$ cat src/hdl/qirc_pkg.sv
`timescale 1ns / 1ps

package qirc_pkg;

	// Field widths
	localparam int unsigned VAL_W   = 16;
	localparam int unsigned ROOT_W  = 16;
	localparam int unsigned BIT_W   = $clog2(ROOT_W);

	// Shared multiplier: wide operand, narrow operand, full product
	localparam int unsigned OPA_W   = 48;
	localparam int unsigned OPB_W   = 16;
	localparam int unsigned PROD_W  = 64;

	// Linear numerators, both before the final scale
	localparam int unsigned LIN_W   = 27;

	localparam logic [VAL_W-1:0] NO_VALUE_DEF = 16'd29999;

	// Scales and offsets
	localparam int unsigned ROOT_SCALE  = 1000;	// RR in ms, roots taken of RR/1000
	localparam int unsigned FRAM_SCALE  = 1000;
	localparam int unsigned FRAM_OFFSET = 154000;
	localparam int unsigned FRAM_RR_K   = 154;
	localparam int unsigned HODG_SCALE  = 4;
	localparam int unsigned HODG_QT_K   = 4;
	localparam int unsigned HODG_HR_K   = 7;
	localparam int unsigned HODG_OFFSET = 420;	// 7 * 60

	typedef enum logic [1:0] {
		M_BAZETT     = 2'd0,
		M_FRIDERICIA = 2'd1,
		M_FRAMINGHAM = 2'd2,
		M_HODGES     = 2'd3
	} method_t;

	typedef enum logic [2:0] {
		ST_IDLE,
		ST_PRE,
		ST_LOAD,
		ST_SMUL,
		ST_SCMP
	} state_t;

	typedef struct packed {
		logic             en;
		logic [OPA_W-1:0] a;
		logic [OPB_W-1:0] b;
	} mul_req_t;

endpackage

$ cat src/hdl/qirc_mul.sv
`timescale 1ns / 1ps

// Shared multiplier, product registered.
module qirc_mul (
	input  logic                          clk,
	input  qirc_pkg::mul_req_t            req,
	output logic [qirc_pkg::PROD_W-1:0]   prod_q
);

	always_ff @(posedge clk) begin
		if (req.en) begin
			prod_q <= qirc_pkg::PROD_W'(req.a) * qirc_pkg::PROD_W'(req.b);
		end
	end

endmodule

$ cat src/hdl/qirc_seq.sv
`timescale 1ns / 1ps

// Sequencer: target set-up, bitwise root / quotient search, result register.
module qirc_seq #(
	parameter logic [qirc_pkg::VAL_W-1:0] NO_VALUE = qirc_pkg::NO_VALUE_DEF
) (
	input  logic                          clk,
	input  logic                          arst_n,
	input  logic                          start,
	input  qirc_pkg::method_t             method,
	input  logic [qirc_pkg::VAL_W-1:0]    qt,
	input  logic [qirc_pkg::VAL_W-1:0]    rr,
	input  logic [qirc_pkg::VAL_W-1:0]    hr,
	output logic                          busy,
	output logic                          done,
	output logic [qirc_pkg::VAL_W-1:0]    result,
	output logic                          invalid,
	output qirc_pkg::mul_req_t            mul_req,
	input  logic [qirc_pkg::PROD_W-1:0]   prod
);

	localparam int unsigned VW = qirc_pkg::VAL_W;
	localparam int unsigned LW = qirc_pkg::LIN_W;

	qirc_pkg::state_t state_q, state_d;

	logic [1:0]                       step_q;
	logic [qirc_pkg::BIT_W-1:0]       bit_q;
	logic                             done_q;
	logic [VW-1:0]                    qt_q;
	logic [qirc_pkg::OPB_W-1:0]       scale_q;
	logic [qirc_pkg::PROD_W-1:0]      target_q;
	logic [qirc_pkg::ROOT_W-1:0]      root_q;
	logic [VW-1:0]                    res_q;
	logic                             inv_q;

	logic [1:0]                       pwr;
	logic                             is_root;
	logic                             last_step;
	logic                             accept;
	logic                             in_bad;
	logic                             fits;
	logic [qirc_pkg::ROOT_W-1:0]      trial;
	logic [qirc_pkg::OPB_W-1:0]       x_op;
	logic [qirc_pkg::OPB_W-1:0]       last_op;
	logic [LW-1:0]                    lin_pos;
	logic [LW-1:0]                    lin_neg;
	logic [LW-1:0]                    lin_num;

	// power of the search variable in the compare
	always_comb begin
		unique case (method)
			qirc_pkg::M_BAZETT:     pwr = 2'd2;
			qirc_pkg::M_FRIDERICIA: pwr = 2'd3;
			default:                pwr = 2'd1;
		endcase
	end

	assign is_root   = (method == qirc_pkg::M_BAZETT) || (method == qirc_pkg::M_FRIDERICIA);
	assign last_step = (step_q == pwr - 2'd1);
	assign accept    = start && (state_q == qirc_pkg::ST_IDLE);
	assign in_bad    = (rr == '0) || (rr == NO_VALUE) || (qt == NO_VALUE);
	assign trial     = root_q | (qirc_pkg::ROOT_W'(1) << bit_q);
	assign fits      = (prod <= target_q);

	// linear methods: numerator clamped at zero, scale applied by the search
	always_comb begin
		if (method == qirc_pkg::M_FRAMINGHAM) begin
			lin_pos = LW'(qt) * LW'(qirc_pkg::FRAM_SCALE) + LW'(qirc_pkg::FRAM_OFFSET);
			lin_neg = LW'(rr) * LW'(qirc_pkg::FRAM_RR_K);
		end else begin
			lin_pos = LW'(qt) * LW'(qirc_pkg::HODG_QT_K) + LW'(hr) * LW'(qirc_pkg::HODG_HR_K);
			lin_neg = LW'(qirc_pkg::HODG_OFFSET);
		end
		lin_num = (lin_pos > lin_neg) ? (lin_pos - lin_neg) : '0;
	end

	// pre-phase raises QT, search phase raises the trial root
	assign x_op    = (state_q == qirc_pkg::ST_PRE) ? qt_q : trial;
	assign last_op = (state_q == qirc_pkg::ST_PRE) ? qirc_pkg::OPB_W'(qirc_pkg::ROOT_SCALE)
	                                               : scale_q;

	always_ff @(posedge clk or negedge arst_n) begin
		if (!arst_n) begin
			state_q <= qirc_pkg::ST_IDLE;
		end else begin
			state_q <= state_d;
		end
	end

	always_comb begin
		state_d = state_q;
		mul_req = '0;
		unique case (state_q) inside
			qirc_pkg::ST_IDLE: begin
				if (start && !in_bad) begin
					state_d = is_root ? qirc_pkg::ST_PRE : qirc_pkg::ST_SMUL;
				end
			end
			qirc_pkg::ST_PRE, qirc_pkg::ST_SMUL: begin
				mul_req.en = 1'b1;
				if (step_q == 2'd0) begin
					mul_req.a = qirc_pkg::OPA_W'(x_op);
					mul_req.b = (pwr == 2'd1) ? last_op : x_op;
				end else begin
					mul_req.a = prod[qirc_pkg::OPA_W-1:0];
					mul_req.b = last_step ? last_op : x_op;
				end
				if (last_step) begin
					state_d = (state_q == qirc_pkg::ST_PRE) ? qirc_pkg::ST_LOAD
					                                        : qirc_pkg::ST_SCMP;
				end
			end
			qirc_pkg::ST_LOAD: begin
				state_d = qirc_pkg::ST_SMUL;
			end
			qirc_pkg::ST_SCMP: begin
				state_d = (bit_q == '0) ? qirc_pkg::ST_IDLE : qirc_pkg::ST_SMUL;
			end
			default: begin
				state_d = qirc_pkg::ST_IDLE;
			end
		endcase
	end

	// control counters and strobe
	always_ff @(posedge clk or negedge arst_n) begin
		if (!arst_n) begin
			step_q <= '0;
			bit_q  <= '0;
			done_q <= 1'b0;
		end else begin
			done_q <= (accept && in_bad) || ((state_q == qirc_pkg::ST_SCMP) && (bit_q == '0));
			if ((state_q == qirc_pkg::ST_PRE) || (state_q == qirc_pkg::ST_SMUL)) begin
				step_q <= last_step ? 2'd0 : step_q + 2'd1;
			end else begin
				step_q <= 2'd0;
			end
			if (accept) begin
				bit_q <= qirc_pkg::BIT_W'(qirc_pkg::ROOT_W - 1);
			end else if ((state_q == qirc_pkg::ST_SCMP) && (bit_q != '0)) begin
				bit_q <= bit_q - qirc_pkg::BIT_W'(1);
			end
		end
	end

	// payload
	always_ff @(posedge clk) begin
		if (accept) begin
			qt_q     <= qt;
			scale_q  <= is_root ? rr
			          : (method == qirc_pkg::M_FRAMINGHAM) ? qirc_pkg::OPB_W'(qirc_pkg::FRAM_SCALE)
			          : qirc_pkg::OPB_W'(qirc_pkg::HODG_SCALE);
			target_q <= qirc_pkg::PROD_W'(lin_num);
			root_q   <= '0;
			if (in_bad) begin
				res_q <= NO_VALUE;
				inv_q <= 1'b1;
			end
		end
		if (state_q == qirc_pkg::ST_LOAD) begin
			target_q <= prod;
		end
		if (state_q == qirc_pkg::ST_SCMP) begin
			if (fits) begin
				root_q <= trial;
			end
			if (bit_q == '0) begin
				res_q <= fits ? trial : root_q;
				inv_q <= 1'b0;
			end
		end
	end

	assign busy    = (state_q != qirc_pkg::ST_IDLE);
	assign done    = done_q;
	assign result  = res_q;
	assign invalid = inv_q;

	a_done_idle : assert property (@(posedge clk) disable iff (!arst_n)
		done_q |-> (state_q == qirc_pkg::ST_IDLE))
		else $error("result strobe while sequencer active");

	a_busy_end : assert property (@(posedge clk) disable iff (!arst_n)
		$fell(busy) |-> done_q)
		else $error("search ended without result");

	a_inv_sentinel : assert property (@(posedge clk) disable iff (!arst_n)
		(done_q && inv_q) |-> (res_q == NO_VALUE))
		else $error("invalid result without sentinel");

	a_start_busy : assert property (@(posedge clk) disable iff (!arst_n)
		(accept && !in_bad) |=> (busy && !done_q))
		else $error("valid item did not start a search");

endmodule

$ cat src/hdl/qt_interval_rate_correction_unit.sv
`timescale 1ns / 1ps

// QT interval rate correction.
// Input: pulse start with qt_duration_ms, rr_interval_ms and heart_rate_bpm
// valid; the item is taken at a clock edge where start is high and busy low.
// Output: done is high for exactly one cycle with corrected_qt_ms and
// result_invalid; the receiver cannot hold the result off.
// cfg_we / cfg_wdata write correction_method (0 Bazett, 1 Fridericia,
// 2 Framingham, 3 Hodges); write it only while busy is low.
// busy is low again in the done cycle, so the next item may start there.
// Invalid inputs skip the search. Otherwise each of the 16 steps of the bit
// search makes one to three passes through the shared multiplier and then a
// compare; Bazett and Fridericia first form QT^p*1000 with two or three
// multiplier passes and a load step.
// Reset clears the method to Bazett, the sequencer to idle, done low.
module qt_interval_rate_correction_unit #(
	parameter logic [qirc_pkg::VAL_W-1:0] NO_VALUE = qirc_pkg::NO_VALUE_DEF
) (
	input  logic                          clk,
	input  logic                          arst_n,
	input  logic                          start,
	output logic                          busy,
	input  logic [qirc_pkg::VAL_W-1:0]    qt_duration_ms,
	input  logic [qirc_pkg::VAL_W-1:0]    rr_interval_ms,
	input  logic [qirc_pkg::VAL_W-1:0]    heart_rate_bpm,
	output logic                          done,
	output logic [qirc_pkg::VAL_W-1:0]    corrected_qt_ms,
	output logic                          result_invalid,
	input  logic                          cfg_we,
	input  logic [1:0]                    cfg_wdata
);

	qirc_pkg::method_t              method_q;
	qirc_pkg::mul_req_t             mul_req;
	logic [qirc_pkg::PROD_W-1:0]    prod;

	// method register
	always_ff @(posedge clk or negedge arst_n) begin
		if (!arst_n) begin
			method_q <= qirc_pkg::M_BAZETT;
		end else if (cfg_we) begin
			method_q <= qirc_pkg::method_t'(cfg_wdata);
		end
	end

	// Search is for the largest r with r^p * K <= N:
	//   roots  : N = QT^p * 1000, K = RR (p = 2 or 3)
	//   linear : N = clamped numerator, K = 1000 or 4 (p = 1)
	// r is limited to 16 bits, which gives the saturation at 65535.
	qirc_seq #(
		.NO_VALUE (NO_VALUE)
	) u_seq (
		.clk     (clk),
		.arst_n  (arst_n),
		.start   (start),
		.method  (method_q),
		.qt      (qt_duration_ms),
		.rr      (rr_interval_ms),
		.hr      (heart_rate_bpm),
		.busy    (busy),
		.done    (done),
		.result  (corrected_qt_ms),
		.invalid (result_invalid),
		.mul_req (mul_req),
		.prod    (prod)
	);

	qirc_mul u_mul (
		.clk    (clk),
		.req    (mul_req),
		.prod_q (prod)
	);

endmodule
$ cat config.mk
export PLATFORM = sky130hd
export DESIGN_NAME = qt_interval_rate_correction_unit
export DESIGN_NICKNAME = d
export VERILOG_FILES = /design/src/hdl/qirc_pkg.sv /design/src/hdl/qirc_mul.sv /design/src/hdl/qirc_seq.sv /design/src/hdl/qt_interval_rate_correction_unit.sv
export SDC_FILE = /design/constraint.sdc
export NUM_CORES = 2
export LEC_CHECK = 0
export BUFFER_PORTS_ARGS = -buffer_cell sky130_fd_sc_hd__buf_2
export CORE_MARGIN = 3
export CORE_UTILIZATION = 50
export CTS_CLUSTER_SIZE = 14
export DETAILED_ROUTE_END_ITERATION = 10
export GPL_TIMING_DRIVEN = 0
export HOLD_SLACK_MARGIN = 0.12
export PLACE_DENSITY = 0.65
export SLEW_MARGIN = 40
export SYNTH_ARGS = -nofsm -noshare
export SYNTH_HDL_FRONTEND = slang
export SYNTH_SLANG_ARGS = --single-unit
export TNS_END_PERCENT = 1
$ cat constraint.sdc
create_clock -name clk -period 17.4 [get_ports clk]
set_input_delay 2.61 -clock clk [delete_from_list [all_inputs] [get_ports clk]]
set_output_delay 2.61 -clock clk [all_outputs]
set_load 0.02 [all_outputs]
==> impl_metrics.py <==
metrics = {
    "outcome": {
        "status": "finished clean",
    },
    "logic_synthesis": {
        "syn_area_mm2": 0.0417,
        "yosys_warnings": 0,
        "synth_area_leader_cell": "fa_1",
        "synth_edf_count": 160,
        "synth-async-reset-ratio": 0.0585,
        "avgSynthCellArea_um2": 8.80,
        "synth_fp_nets": 5915,
        "synth_top_area_frac": 0.360,
        "syn_inst": 4734,
        "synth_cell_types": 92,
        "ys_ff_latch": 205,
        "ys_seq_area_frac": 0.138,
        "synthTopCellsByArea": "fa_1, edfxtp_1, ha_1, inv_1, nand2_1",
        "synth_ff_type": "edfxtp_1",
    },
    "worst_setup_path": {
        "worstSetupStartpointType": "flop",
        "cp.required_ps": 17720,
        "path_common_cell": "fa_1",
        "crit_type": "flop to flop",
        "worst_setup_path_end_kind": "flop",
        "crit_arrival_ps": 12020,
        "r2r-start": "u_seq.state_q[2]",
        "critPathMaxFanout": 10,
        "cpPeakStageDelay_ps": 730,
        "cp-startpoint": "u_seq.state_q[2]",
        "cp_slowest_cell": "a211oi_1",
        "r2r.worst_path.cells": 32,
    },
    "route": {
        "dr.pass1.iters": 6,
        "detail_route.iter0.violations": 2455,
        "avgViaCountPerCell": 5.52,
        "drc": 0,
        "drt-wirelength-per-cell_um": 20.8,
        "vias": 32700,
        "totalWireLength_um": 123000,
        "detail-route-antenna-nets": 0,
    },
    "cts": {
        "tritoncts": "done",
        "worstSkewPairLatency_ps": 580,
        "numCtsBuffers": 26,
        "cts.path.max_buffers": 3,
        "clk_pin_slew_ps": 70,
        "ctsResizeCount": 0,
        "htreeDepth": 1,
        "clockRootBuffer": "clkbuf_16",
        "hold_buffers": 0,
        "post-cts-setup-buffer-count": 0,
        "cts.sinks": 205,
    },
    "job": {
        "max_cap_violations": 0,
    },
    "timing": {
        "setup_violations": 0,
        "slew_headroom": 0.388,
        "hold_viol_final": 0,
        "tightest_slew_ps": 914,
        "rsz0062_at_grt": "false",
        "fin_crit_sh": 0.672,
        "setup_tns_ps": 0,
        "slew_violations": 0,
        "max_freq_mhz": 85.5,
        "setup_slack_ps": 5710,
        "whs_ps": 456,
        "finalCriticalPeriod_ps": 11690,
        "finalClockSkew_ps": 48.4,
    },
    "layout": {
        "n_fill_cell": 7735,
        "final_core_util": 0.539,
        "antenna_cells": 0,
        "areaGrowthSynthToFinish_pct": 6.53,
        "drive_above_1_share": 0.0403,
        "fin_nets": 6019,
    },
    "floorplanning": {
        "die_y_um": 295,
        "start_util": 0.506,
        "core_mm2": 0.0824,
        "num_rows": 105,
        "fp.dieW_um": 295,
        "io_pins": 73,
        "die_area_mm2": 0.0869,
    },
    "global_routing": {
        "grt_first_pass_wirelength_um": 193000,
        "grt_antenna_before_repair": 3,
        "overflow": 0,
        "track_usage": 0.290,
        "first_global_vias": 33500,
        "grt_max_degree": 42,
    },
    "min_path": {
        "hold_path_class": "flop to flop",
        "hold_path.startpoint": "u_seq.result[15]",
        "worstHoldPathCells": 2,
    },
    "power": {
        "total_leakage_power_uw": 0.0216,
        "pwr-share-clk": 0.065,
        "p_seq_frac": 0.125,
        "p_switching_uw": 4950,
        "internal_power_uw": 3710,
        "switching_share": 0.571,
        "p_per_area_mw_per_mm2": 195,
        "pwr-share-comb": 0.809,
        "p_total_uw": 8670,
        "ir_drop_mv": 0.132,
    },
    "placement": {
        "hpwl_um": 103000,
        "place.gp.congestion": 0.951,
        "numPortBuffers": 72,
        "preCtsSetupSlack_ps": 5880,
    },
}
power by group through the flow:
stage,Clock [uW],Combinational (uW),Sequential [uW]
after global placement,0,6810,1100
after floorplan,0,4880,999
after global routing,589,7780,1100
after CTS,573,6980,1070
final,566,7020,1090
after detailed placement,0,6860,1080
layer usage:
layer  global-route usage  vias to the layer above  share of wire
met1                0.390                    16300           0.41
met5                    0                        -        0.00022
li1                     -                    14900              -
met3               0.0417                      236          0.077
met4               0.0940                        4          0.039
met2                0.485                     1240           0.47
path summary, 6_finish.rpt:
path                                     to  slack, ps
max                        u_mul.prod_q[56]       5710
max reg2reg                u_mul.prod_q[56]       5710
min in group asynchronous  u_seq.state_q[0]       1920
min                        u_seq.result[15]        460
min reg2reg                u_seq.result[15]        460
max in group asynchronous    u_seq.bit_q[2]      15230
synthesized netlist by cell type, drive strengths merged (32+ instances only):
library cell  count
ha              377
dfxtp            33
clkbuf          168
o31ai            32
a21o            103
xnor2            77
and3             67
nand2           753
a21oi           159
nand3            49
nor3             32
inv             988
xor2             56
and2             63
edfxtp          160
nand4            38
fa              750
o21ai           111
nor2            371
buf              34
placed cells by master, fill, tap and decap left out, types with 55 or more instances in the layout:
cell type,n
edfxtp_1,160
and2_1,62
nor2_1,365
a21o_1,101
xnor2_1,76
a21oi_1,157
and3_1,65
o21ai_0,105
fa_1,750
nand2_1,752
buf_2,75
ha_1,377
xor2_1,55
inv_1,987
clkbuf_1,157
flip-flops by register name (all words and copies together) (netlist names):
signal and flops:
u_seq.invalid 1, method_q 2, u_seq.result 16, u_seq.done 1, u_mul.prod_q 64, u_seq.qt_q 16, u_seq.scale_q 16, u_seq.bit_q 4
u_seq.state_q 3, u_seq.step_q 2, u_seq.target_q 64, u_seq.root_q 16
final cells by class:
type,count,area (um^2),share of cell area
Sequential cell,205,5770,0.130
Buffer,202,822,0.0185
Multi-Input combinational cell,3339,31400,0.708
Tap cell,1070,1340,0.0302
Clock buffer,35,758,0.0171
Inverter,988,3710,0.0835
Clock inverter,13,138,0.00310
Timing Repair Buffer,76,433,0.00975
metrics by stage:
step	std cells	instance area, um^2
floorplan	4734	41700
global placement	5876	43400
detailed placement	5880	43500
CTS	5928	44400
global route	5928	44400
finish	5928	44400
cells by family after synthesis:
kind of cell | synth area share
AO/OA/AOI/OAI | 0.0929
multiplexers | 0.00570
XOR/XNOR | 0.0286
AND/OR/NAND/NOR | 0.153
buffers and inverters | 0.108
adder cells (fa/ha/maj) | 0.473
flip-flops | 0.138
critical path: cells and delay by family (launching register included):
kind            cells  cell delay (ps)
fa+ha+maj           7             3400
flops               1              400
compound gates     10             3810
simple gates        5              950
buf+inv             9             2760
xor+xnor            1              110
No activity file was read; power rests on OpenSTA's default activity.
